$ cat src/hdl/stu_pkg.sv
// Shared types, character codes and helper functions for the source tokenizer.
// Used by the lexer front end, the token queue, the emitter and the top level.
`default_nettype none

package stu_pkg;

	// Width of the running byte position and of the comment nesting counter
	localparam int OFFSET_BITS = 24;
	localparam int DEPTH_BITS  = 8;

	// Reported field widths
	localparam int OFF_W  = 24;
	localparam int KIND_W = 3;

	// Up to three tokens per input beat
	localparam int MAX_RES  = 3;
	localparam int CNT_BITS = 2;

	// Token queue between front and back
	localparam int Q_DEPTH    = 4;
	localparam int Q_PTR_BITS = $clog2(Q_DEPTH);

	// Packed result width, padded to whole bytes
	localparam int REC_BITS   = KIND_W + 3 * OFF_W;
	localparam int TDATA_BITS = ((REC_BITS + 7) / 8) * 8;

	// Character codes
	localparam logic [7:0] CH_LF     = 8'h0a;
	localparam logic [7:0] CH_SLASH  = 8'h2f;
	localparam logic [7:0] CH_STAR   = 8'h2a;
	localparam logic [7:0] CH_DQUOTE = 8'h22;
	localparam logic [7:0] CH_SQUOTE = 8'h27;
	localparam logic [7:0] CH_BSLASH = 8'h5c;
	localparam logic [7:0] CH_DOT    = 8'h2e;
	localparam logic [7:0] CH_PLUS   = 8'h2b;
	localparam logic [7:0] CH_MINUS  = 8'h2d;

	typedef logic [OFFSET_BITS-1:0] pos_t;
	typedef logic [DEPTH_BITS-1:0]  depth_t;
	typedef logic [OFF_W-1:0]       off_t;

	typedef enum logic [KIND_W-1:0] {
		K_WS  = 3'd0,
		K_STR = 3'd1,
		K_NUM = 3'd2,
		K_ID  = 3'd3,
		K_SYM = 3'd4,
		K_END = 3'd5
	} token_kind_t;

	typedef enum logic [6:0] {
		M_IDLE  = 7'b0000001,
		M_WS    = 7'b0000010,
		M_STR   = 7'b0000100,
		M_NUM   = 7'b0001000,
		M_ID    = 7'b0010000,
		M_LINE  = 7'b0100000,
		M_BLOCK = 7'b1000000
	} lex_mode_t;

	typedef struct packed {
		off_t        nl;
		off_t        stop;
		off_t        start;
		token_kind_t kind;
	} rec_t;

	// All tokens caused by one input beat
	typedef struct packed {
		logic [CNT_BITS-1:0]    count;
		rec_t [MAX_RES-1:0]     rec;
	} bundle_t;

	typedef struct packed {
		logic full;
		logic empty;
	} q_status_t;

	function automatic logic is_space(logic [7:0] c);
		return (c == 8'h20) || (c >= 8'h09 && c <= 8'h0d);
	endfunction

	function automatic logic is_digit(logic [7:0] c);
		return (c >= 8'h30) && (c <= 8'h39);
	endfunction

	function automatic logic is_idstart(logic [7:0] c);
		return (c >= 8'h61 && c <= 8'h7a) || (c >= 8'h41 && c <= 8'h5a) || (c == 8'h5f);
	endfunction

	// Report the low 24 bits of a position, zero-extended when narrower
	function automatic off_t rep(pos_t v);
		logic [OFFSET_BITS+OFF_W-1:0] w;
		w = (OFFSET_BITS + OFF_W)'(v);
		return w[OFF_W-1:0];
	endfunction

	// Append one token unless the bundle is already full
	function automatic bundle_t push_rec(bundle_t b, token_kind_t k, off_t s, off_t e, off_t nl);
		bundle_t r;
		r = b;
		if (b.count < CNT_BITS'(MAX_RES)) begin
			r.rec[b.count].kind  = k;
			r.rec[b.count].start = s;
			r.rec[b.count].stop  = e;
			r.rec[b.count].nl    = nl;
			r.count = b.count + 1'b1;
		end
		return r;
	endfunction

endpackage

`default_nettype wire

$ cat src/hdl/stu_lexer.sv
// Front end: classifies each accepted byte, updates the lexer state and
// builds the bundle of tokens it causes. Depends on stu_pkg.
`default_nettype none

module stu_lexer (
	input  wire logic            clk,
	input  wire logic            arst_n,
	input  wire logic            accept,
	input  wire logic [7:0]      in_byte,
	input  wire logic            has_byte,
	input  wire logic            source_end,
	output      logic            push,
	output      stu_pkg::bundle_t bundle
);
	import stu_pkg::*;

	lex_mode_t   mode_q, mode_d;
	logic [7:0]  held_q, held_d;
	logic        hv_q, hv_d;
	pos_t        pos_q, pos_d, pos_inc, pos_dec, end_dec;
	pos_t        begin_q, begin_d;
	depth_t      depth_q, depth_d;
	logic        esc_q, esc_d;
	logic        quote_q, quote_d;
	off_t        tally_q, tally_d;
	bundle_t     bun;
	logic        done;
	logic        start;

	assign pos_inc = pos_q + pos_t'(1);
	assign pos_dec = pos_q - pos_t'(1);

	// Next state and emitted tokens for one beat
	always_comb begin
		mode_d  = mode_q;
		held_d  = held_q;
		hv_d    = hv_q;
		pos_d   = pos_q;
		begin_d = begin_q;
		depth_d = depth_q;
		esc_d   = esc_q;
		quote_d = quote_q;
		tally_d = tally_q;
		bun     = '0;
		done    = 1'b0;
		start   = 1'b0;
		end_dec = '0;

		if (has_byte) begin
			pos_d = pos_inc;
			// resolve the held byte against this one
			if (hv_q) begin
				hv_d   = 1'b0;
				held_d = '0;
				if (mode_q == M_BLOCK) begin
					if (held_q == CH_SLASH && in_byte == CH_STAR) begin
						if (depth_q != '1)
							depth_d = depth_q + 1'b1;
						done = 1'b1;
					end else if (held_q == CH_STAR && in_byte == CH_SLASH) begin
						if (depth_q != '0)
							depth_d = depth_q - 1'b1;
						if (depth_d == '0)
							mode_d = M_IDLE;
						done = 1'b1;
					end
				end else if (held_q == CH_SLASH) begin
					if (in_byte == CH_SLASH) begin
						mode_d = M_LINE;
						done   = 1'b1;
					end else if (in_byte == CH_STAR) begin
						mode_d  = M_BLOCK;
						depth_d = depth_t'(1);
						done    = 1'b1;
					end else begin
						bun = push_rec(bun, K_SYM, rep(pos_dec), rep(pos_q), '0);
					end
				end else begin
					if (is_digit(in_byte)) begin
						mode_d  = M_NUM;
						begin_d = pos_dec;
						done    = 1'b1;
					end else begin
						bun = push_rec(bun, K_SYM, rep(pos_dec), rep(pos_q), '0);
					end
				end
			end

			// advance the open token
			if (!done) begin
				unique case (mode_d)
					M_WS: begin
						if (is_space(in_byte)) begin
							if (in_byte == CH_LF && tally_q != '1)
								tally_d = tally_q + 1'b1;
						end else begin
							bun = push_rec(bun, K_WS, rep(begin_q), rep(pos_q), tally_q);
							tally_d = '0;
							start = 1'b1;
						end
					end
					M_STR: begin
						if (esc_q) begin
							esc_d = 1'b0;
						end else if (in_byte == CH_BSLASH) begin
							esc_d = 1'b1;
						end else if (in_byte == (quote_q ? CH_SQUOTE : CH_DQUOTE)) begin
							bun = push_rec(bun, K_STR, rep(begin_q), rep(pos_inc), '0);
							mode_d = M_IDLE;
						end
					end
					M_NUM: begin
						if (!(is_digit(in_byte) || in_byte == CH_DOT)) begin
							bun = push_rec(bun, K_NUM, rep(begin_d), rep(pos_q), '0);
							start = 1'b1;
						end
					end
					M_ID: begin
						if (!(is_idstart(in_byte) || is_digit(in_byte))) begin
							bun = push_rec(bun, K_ID, rep(begin_q), rep(pos_q), '0);
							start = 1'b1;
						end
					end
					M_LINE: begin
						if (in_byte == CH_LF)
							start = 1'b1;
					end
					M_BLOCK: begin
						if (in_byte == CH_SLASH || in_byte == CH_STAR) begin
							held_d = in_byte;
							hv_d   = 1'b1;
						end
					end
					M_IDLE: begin
						start = 1'b1;
					end
					default: begin
						start = 1'b1;
					end
				endcase
			end

			// open a new token at this byte
			if (start) begin
				mode_d  = M_IDLE;
				begin_d = pos_q;
				if (is_space(in_byte)) begin
					mode_d  = M_WS;
					tally_d = (in_byte == CH_LF) ? off_t'(1) : '0;
				end else if (in_byte == CH_DQUOTE || in_byte == CH_SQUOTE) begin
					mode_d  = M_STR;
					quote_d = (in_byte == CH_SQUOTE);
					esc_d   = 1'b0;
				end else if (is_digit(in_byte)) begin
					mode_d = M_NUM;
				end else if (is_idstart(in_byte)) begin
					mode_d = M_ID;
				end else if (in_byte == CH_SLASH || in_byte == CH_PLUS || in_byte == CH_MINUS) begin
					held_d = in_byte;
					hv_d   = 1'b1;
				end else begin
					bun = push_rec(bun, K_SYM, rep(pos_q), rep(pos_inc), '0);
				end
			end
		end

		// flush at end of source and return to reset
		if (source_end) begin
			end_dec = pos_d - pos_t'(1);
			if (hv_d && mode_d != M_BLOCK)
				bun = push_rec(bun, K_SYM, rep(end_dec), rep(pos_d), '0);
			unique case (mode_d)
				M_WS:    bun = push_rec(bun, K_WS, rep(begin_d), rep(pos_d), tally_d);
				M_STR:   bun = push_rec(bun, K_STR, rep(begin_d), rep(pos_d), '0);
				M_NUM:   bun = push_rec(bun, K_NUM, rep(begin_d), rep(pos_d), '0);
				M_ID:    bun = push_rec(bun, K_ID, rep(begin_d), rep(pos_d), '0);
				M_IDLE, M_LINE, M_BLOCK: begin
				end
				default: begin
				end
			endcase
			bun = push_rec(bun, K_END, rep(pos_d), rep(pos_d), '0);
			mode_d  = M_IDLE;
			held_d  = '0;
			hv_d    = 1'b0;
			pos_d   = '0;
			begin_d = '0;
			depth_d = '0;
			esc_d   = 1'b0;
			quote_d = 1'b0;
			tally_d = '0;
		end
	end

	assign push   = accept && (bun.count != '0);
	assign bundle = bun;

	// Hold lexer state between accepted beats
	always_ff @(posedge clk or negedge arst_n) begin
		if (!arst_n) begin
			mode_q  <= M_IDLE;
			held_q  <= '0;
			hv_q    <= 1'b0;
			pos_q   <= '0;
			begin_q <= '0;
			depth_q <= '0;
			esc_q   <= 1'b0;
			quote_q <= 1'b0;
			tally_q <= '0;
		end else if (accept) begin
			mode_q  <= mode_d;
			held_q  <= held_d;
			hv_q    <= hv_d;
			pos_q   <= pos_d;
			begin_q <= begin_d;
			depth_q <= depth_d;
			esc_q   <= esc_d;
			quote_q <= quote_d;
			tally_q <= tally_d;
		end
	end

endmodule

`default_nettype wire

$ cat src/hdl/stu_queue.sv
// Token queue: a short FIFO of token bundles between lexer and emitter.
// Depends on stu_pkg.
`default_nettype none

module stu_queue (
	input  wire logic             clk,
	input  wire logic             arst_n,
	input  wire logic             push,
	input  wire stu_pkg::bundle_t wr_data,
	input  wire logic             pop,
	output      stu_pkg::bundle_t rd_data,
	output      stu_pkg::q_status_t status
);
	import stu_pkg::*;

	bundle_t                 mem_q [Q_DEPTH];
	logic [Q_PTR_BITS-1:0]   wr_ptr_q;
	logic [Q_PTR_BITS-1:0]   rd_ptr_q;
	logic [Q_PTR_BITS:0]     cnt_q;

	assign status.full  = (cnt_q == (Q_PTR_BITS + 1)'(Q_DEPTH));
	assign status.empty = (cnt_q == '0);
	assign rd_data      = mem_q[rd_ptr_q];

	// Store bundles
	always_ff @(posedge clk) begin
		if (push)
			mem_q[wr_ptr_q] <= wr_data;
	end

	// Advance pointers and fill count
	always_ff @(posedge clk or negedge arst_n) begin
		if (!arst_n) begin
			wr_ptr_q <= '0;
			rd_ptr_q <= '0;
			cnt_q    <= '0;
		end else begin
			if (push)
				wr_ptr_q <= wr_ptr_q + 1'b1;
			if (pop)
				rd_ptr_q <= rd_ptr_q + 1'b1;
			if (push && !pop)
				cnt_q <= cnt_q + 1'b1;
			else if (pop && !push)
				cnt_q <= cnt_q - 1'b1;
		end
	end

`ifndef SYNTHESIS
	a_cnt_bound: assert property (@(posedge clk) disable iff (!arst_n)
		cnt_q <= (Q_PTR_BITS + 1)'(Q_DEPTH))
		else $error("token queue count beyond depth");
	a_no_pop_empty: assert property (@(posedge clk) disable iff (!arst_n)
		pop |-> cnt_q != '0)
		else $error("token queue popped while empty");
	a_push_grows: assert property (@(posedge clk) disable iff (!arst_n)
		push && !pop |=> cnt_q == $past(cnt_q) + 1'b1)
		else $error("token queue count did not grow on push");
	a_head_nonempty: assert property (@(posedge clk) disable iff (!arst_n)
		cnt_q != '0 |-> rd_data.count != '0)
		else $error("token queue holds an empty bundle");
`endif

endmodule

`default_nettype wire

$ cat src/hdl/stu_emitter.sv
// Back end: walks the head bundle one token per cycle while not stalled
// into a registered output beat, pops it after its last token. Depends on stu_pkg.
`default_nettype none

module stu_emitter (
	input  wire logic               clk,
	input  wire logic               arst_n,
	input  wire stu_pkg::bundle_t   head,
	input  wire stu_pkg::q_status_t status,
	output      logic               pop,
	output      logic               m_tvalid,
	input  wire logic               m_tready,
	output      logic [stu_pkg::TDATA_BITS-1:0] m_tdata,  // kind, start, end, newlines, zero pad
	output      logic               m_tlast                // last token of the input beat
);
	import stu_pkg::*;

	logic [CNT_BITS-1:0] idx_q;
	logic                valid_q;
	rec_t                rec_q;
	logic                last_q;
	logic                load;
	logic                is_last;

	assign load    = !status.empty && (!valid_q || m_tready);
	assign is_last = (idx_q == head.count - 1'b1);
	assign pop     = load && is_last;

	// Load the next token into the output register
	always_ff @(posedge clk or negedge arst_n) begin
		if (!arst_n) begin
			idx_q   <= '0;
			valid_q <= 1'b0;
		end else begin
			if (load) begin
				valid_q <= 1'b1;
				idx_q   <= is_last ? '0 : idx_q + 1'b1;
			end else if (m_tready) begin
				valid_q <= 1'b0;
			end
		end
	end

	// Output payload
	always_ff @(posedge clk) begin
		if (load) begin
			rec_q  <= head.rec[idx_q];
			last_q <= is_last;
		end
	end

	assign m_tvalid = valid_q;
	assign m_tdata  = TDATA_BITS'(rec_q);
	assign m_tlast  = last_q;

endmodule

`default_nettype wire

$ cat src/hdl/source_tokenizer_unit.sv
// Top level of the source tokenizer: lexer front end, token queue, emitter.
// Depends on stu_pkg, stu_lexer, stu_queue and stu_emitter.
//
// Usage:
//   Slave stream carries one source byte per beat: s_tdata is the byte,
//   s_tuser says a byte is present, s_tlast marks the end of the source.
//   Master stream carries one token per beat: kind, start offset, end offset
//   and newline count in m_tdata; m_tlast flags the last token caused by
//   one input beat. A beat may cause zero to three tokens.
//   A token is registered in the queue, then in the emitter output register.
//   The lexer takes one byte per cycle while the queue is not full; the master
//   side drains one token per cycle while m_tready is high, so sustained rate
//   is one byte per cycle as long as tokens average at most one per byte.
//   A four-bundle queue separates the two sides: when the receiver stalls,
//   bytes are still taken until the queue fills, then s_tready drops.
//   Reset clears the lexer state, the byte offset and the queue; the end of
//   the source returns the lexer to the same state after its end token.
`default_nettype none

module source_tokenizer_unit (
	input  wire logic        clk,
	input  wire logic        arst_n,
	input  wire logic        s_tvalid,
	output      logic        s_tready,
	input  wire logic [7:0]  s_tdata,   // in_byte
	input  wire logic        s_tuser,   // has_byte
	input  wire logic        s_tlast,   // source_end
	output      logic        m_tvalid,
	input  wire logic        m_tready,
	output      logic [stu_pkg::TDATA_BITS-1:0] m_tdata,  // token_kind, start_offset,
	                                                       // end_offset, newline_count
	output      logic        m_tlast    // last_of_run
);
	import stu_pkg::*;

	logic      accept;
	logic      push;
	logic      pop;
	bundle_t   wr_bundle;
	bundle_t   head;
	q_status_t status;

	assign s_tready = !status.full;
	assign accept   = s_tvalid && s_tready;

	stu_lexer u_lexer (
		.clk        (clk),
		.arst_n     (arst_n),
		.accept     (accept),
		.in_byte    (s_tdata),
		.has_byte   (s_tuser),
		.source_end (s_tlast),
		.push       (push),
		.bundle     (wr_bundle)
	);

	stu_queue u_queue (
		.clk     (clk),
		.arst_n  (arst_n),
		.push    (push),
		.wr_data (wr_bundle),
		.pop     (pop),
		.rd_data (head),
		.status  (status)
	);

	stu_emitter u_emitter (
		.clk      (clk),
		.arst_n   (arst_n),
		.head     (head),
		.status   (status),
		.pop      (pop),
		.m_tvalid (m_tvalid),
		.m_tready (m_tready),
		.m_tdata  (m_tdata),
		.m_tlast  (m_tlast)
	);

endmodule

`default_nettype wire
$ cat config.mk
export PLATFORM = sky130hd
export DESIGN_NAME = source_tokenizer_unit
export DESIGN_NICKNAME = d
export VERILOG_FILES = /design/src/hdl/stu_pkg.sv /design/src/hdl/stu_lexer.sv /design/src/hdl/stu_queue.sv /design/src/hdl/stu_emitter.sv /design/src/hdl/source_tokenizer_unit.sv
export SDC_FILE = /design/constraint.sdc
export NUM_CORES = 2
export LEC_CHECK = 0
export BUFFER_PORTS_ARGS = -buffer_cell sky130_fd_sc_hd__buf_2
export CAP_MARGIN = 15
export CORE_MARGIN = 2
export CORE_UTILIZATION = 50
export DETAILED_ROUTE_END_ITERATION = 10
export MAX_ROUTING_LAYER = met4
export PLACE_DENSITY = 0.68
export RECOVER_POWER = 100
export SLEW_MARGIN = 20
export SYNTH_ARGS = -nofsm -noshare
export SYNTH_HDL_FRONTEND = slang
export SYNTH_SLANG_ARGS = --single-unit
$ cat constraint.sdc
create_clock -name clk -period 9.15 [get_ports clk]
set_input_delay 0.915 -clock clk [delete_from_list [all_inputs] [get_ports clk]]
set_output_delay 0.915 -clock clk [all_outputs]
set_load 0.02 [all_outputs]
==> results by group <==
Run status
  • Status: finished, violations left
  • Failing checks: max-capacitance violations, max-slew violations

Logic synthesis
  • Number of distinct library cells after synthesis: 105
  • Simple-gate portion of the synthesized area: 9.213%
  • Post-Synthesis Cells: 3937
  • Post-synth EDFFs: 984
  • Largest area contributor in the synthesized netlist: edfxtp_1
  • Mux contribution to synthesized area: 12.18%
  • FF+latch count, synth: 1092
  • Largest family of logic cells by synthesized area: multiplexers
  • Syn. warnings: 0
  • Share of the synthesized area in the top cell type: 56.82%
  • Xor-xnor portion of the synthesized cell area: 1.280%
  • Mapped Avg Cell Area: 13.21 um2
  • Largest cells by area after synthesis: edfxtp_1 (57%), mux4_2 (9.8%), dfrtp_1 (5.1%), o21ai_0 (3.1%), a21oi_1 (2.9%)
  • Post-Syn Area: 0.05200 mm2
  • Synth Area in Adders: 0.4716%
  • Compound-Gate Fraction of Synth Area: 12.02%
  • Post-synth ARST share: 9.890%
  • Top FF cell, synth: edfxtp_1
  • Sequential share of the synthesized area: 62.02%

Critical path
  • CP startpoint kind: primary input
  • Worst R2R End: u_queue.mem_q[2][123]
  • Critical setup path kind: primary input to flop
  • Worst path max stage delay: 1.61 ns
  • Critical Path Sink Type: flop
  • Worst EP arrival: 8.87 ns
  • Worst r2r path cells: 19
  • Reg2reg start: u_lexer.depth_q[1]
  • Top cell by count, worst path: clkbuf_1
  • R2R setup slack: 0.94 ns
  • CP Cell Sequence: clkbuf_1, clkinv_1, clkbuf_1, o21ai_0, nand2_1, nor2_1, and3_1, and2_0, nand3_1, or3_1, nor4_1, xor2_1, mux2i_1, a2111oi_0, a311oi_1
  • Worst-path fanout max: 43
  • Worst Setup SP: s_tuser
  • Worst setup endpoint: u_queue.mem_q[1][101]
  • Required time of the critical path: 9.53 ns
  • Slowest stage cell, crit path: clkbuf_1

Power and ir drop
  • PwrDens: 277.1 mW/mm2
  • Total chip power: 15950 uW
  • LEAKAGE: 0.01914 uW
  • VDD IR max: 0.1760 mV

Run
  • MaxCap Viol Count: 19

Timing
  • Worst rel slew slack: -160.6%
  • Sum of negative setup slack: 0 ns
  • Final Hold Viols: 0
  • Tcrit/Tclk final: 92.82%
  • Pins Over Slew Limit: 697
  • Clock skew: 0.03947 ns
  • # setup viols final: 0
  • Tmin final: 8.493 ns
  • Worst-margin pin slew: 3.909 ns
  • RSZ-0062 raised after global routing: false
  • Fmax achieved: 117.7 MHz

Clock network
  • Post-CTS setup buffer count: 0
  • Post-CTS sizing: 0
  • CTS Buf Count: 110
  • Clock Tree Buf Depth: 3
  • Htree depth: 3
  • Latest clock arrival within the worst-skew pair: 0.71 ns
  • CTS root buf: clkbuf_16
  • Sink Count: 1092
  • CTS clk-pin slew, worst paths: 0.06 ns
  • Hold_buf cts: 0
  • CTS tree: done

Detailed routing
  • DR vias/cell: 6.659
  • Overall routed net length: 162400 um
  • Wire length per cell: 29.81 um
  • DR pass1 iterations: 9
  • Routed Antenna Nets: 0
  • Via count: 36270
  • Starting DRT DRC Count: 5027
  • Drt drc: 0

Place
  • I/O Buffers: 91
  • Post-detail-place hpwl: 107800 um
  • Gpl congestion: 1.090

Floorplan
  • Site row count: 118
  • Die W: 326.5 um
  • I/O pin count: 97
  • Die Y: 326.5 um
  • Die area: 0.1066 mm2
  • Initial core utilization: 50.32%
  • Core ar.: 0.1033 mm2

GRT
  • Initial antenna violation count: 5
  • Total global routing overflow: 0
  • Tot GR Track Use: 31.09%
  • Largest net degree at the start of global routing: 104
  • Vias in the first global route: 35090
  • First-pass GRT wire length: 237200 um

Final layout
  • # nets final: 4010
  • Share of layout cells above drive strength 1: 14.22%
  • Synthesis-to-finish area growth: 10.71%

Min path
  • Min-Delay Path Class: primary input to flop
-- report_power, final --
part	internal (uW)	switching, uW
logic	1790	2960
registers	6430	314
clock network	2580	1880
total	10800	5150
-- cells by family after synthesis --
group           count (synthesis)
mux                           347
xor+xnor                       76
flops                        1092
simple gates                 1011
other cells                     1
buf+inv                       370
fa+ha+maj                      19
compound gates               1021
-- Yosys cell counts (38+ instances only) --
master / n
xnor2_1: 52
edfxtp_1: 984
o22ai_1: 92
and2_1: 38
nor2_1: 230
clkbuf_1: 229
o21ai_0: 319
buf_1: 40
mux4_2: 227
a21oi_1: 298
inv_1: 63
mux2i_1: 104
dfrtp_1: 107
nand2_1: 372
nand3_1: 90
nor3_1: 83
-- layout by cell type (no fill, tap or decap), drive strengths merged, types with 29 or more instances in the layout --
| cell type | n |
|---|---|
| nor3 | 91 |
| xnor2 | 52 |
| mux2i | 104 |
| buf | 105 |
| nand2 | 372 |
| or3 | 30 |
| mux4 | 227 |
| clkinv | 35 |
| and2 | 41 |
| a31oi | 36 |
| clkbuf | 268 |
| nand3 | 91 |
| inv | 69 |
| and3 | 34 |
| dfrtp | 107 |
| nand4 | 29 |
| a21oi | 301 |
| edfxtp | 984 |
| a22oi | 36 |
| nor2 | 231 |
| a21o | 33 |
| o21ai | 328 |
| o22ai | 92 |
-- layer usage --
layer	global-route usage [%]	vias to the layer above	part of all wire, %
li1	-	15430	-
met1	40.37	18070	38
met4	17.38	0	6.7
met5	-	-	0
met2	46.32	2197	45
met3	5.908	574	9.7
-- worst max-delay path, delay by kind of cell --
kind	cells	cell delay (ns)
XOR/XNOR	1	0.29
multiplexers	1	0.11
AND/OR/NAND/NOR	7	2.81
AO/OA/AOI/OAI	3	1.02
buffers and inverters	3	3.68
-- worst min path at each step --
| stage | from | to | slack [ns] | cells after the start |
|---|---|---|---|---|
| after floorplan | u_lexer.held_q[1] | u_lexer.held_q[1] | 0.45 | 2 |
| after global placement | u_lexer.held_q[7] | u_lexer.held_q[7] | 0.48 | 1 |
| after detailed placement | u_lexer.held_q[6] | u_lexer.held_q[6] | 0.48 | 1 |
| after CTS | arst_n | u_queue.rd_ptr_q[1] | 0.32 | 1 |
| after global routing | m_tready | u_emitter.m_tvalid | 0.39 | 2 |
| final | m_tready | u_emitter.m_tvalid | 0.39 | 2 |
-- state kept, by name, summed over array words and instances, names as in the netlist, 2 cells and up --
name / flops
u_emitter.m_tdata: 75
u_queue.cnt_q: 3
u_lexer.tally_q: 24
u_queue.wr_ptr_q: 2
u_lexer.held_q: 8
u_emitter.idx_q: 2
u_queue.rd_ptr_q: 2
u_lexer.depth_q: 8
u_queue.mem_q: 908
u_lexer.mode_q: 7
u_lexer.begin_q: 24
u_lexer.pos_q: 24
-- layout make-up --
type	count	area, um2
timing repair buffer	228	1394
clock buffer	145	2987
clock inverter	56	596.8
sequential	1092	32260
tap	1380	1727
antenna	1	2.502
multi-input combinational	2479	18350
fill	8412	45780
inverter	66	247.7
-- per-stage QoR --
stage	worst slack, ns	area, um2	utilization (%)	hold slack [ns]	instances
global placement	1.675	54310	52.55	0.4768	5245
global route	0.6521	57570	55.70	0.3888	5447
floorplan	1.560	52020	-	0.4490	3941
finish	0.6567	57570	55.70	0.3917	5447
CTS	1.812	57900	56.02	0.3209	5446
detailed placement	1.378	54310	52.55	0.4804	5245
(Power assumes the default switching activity.)
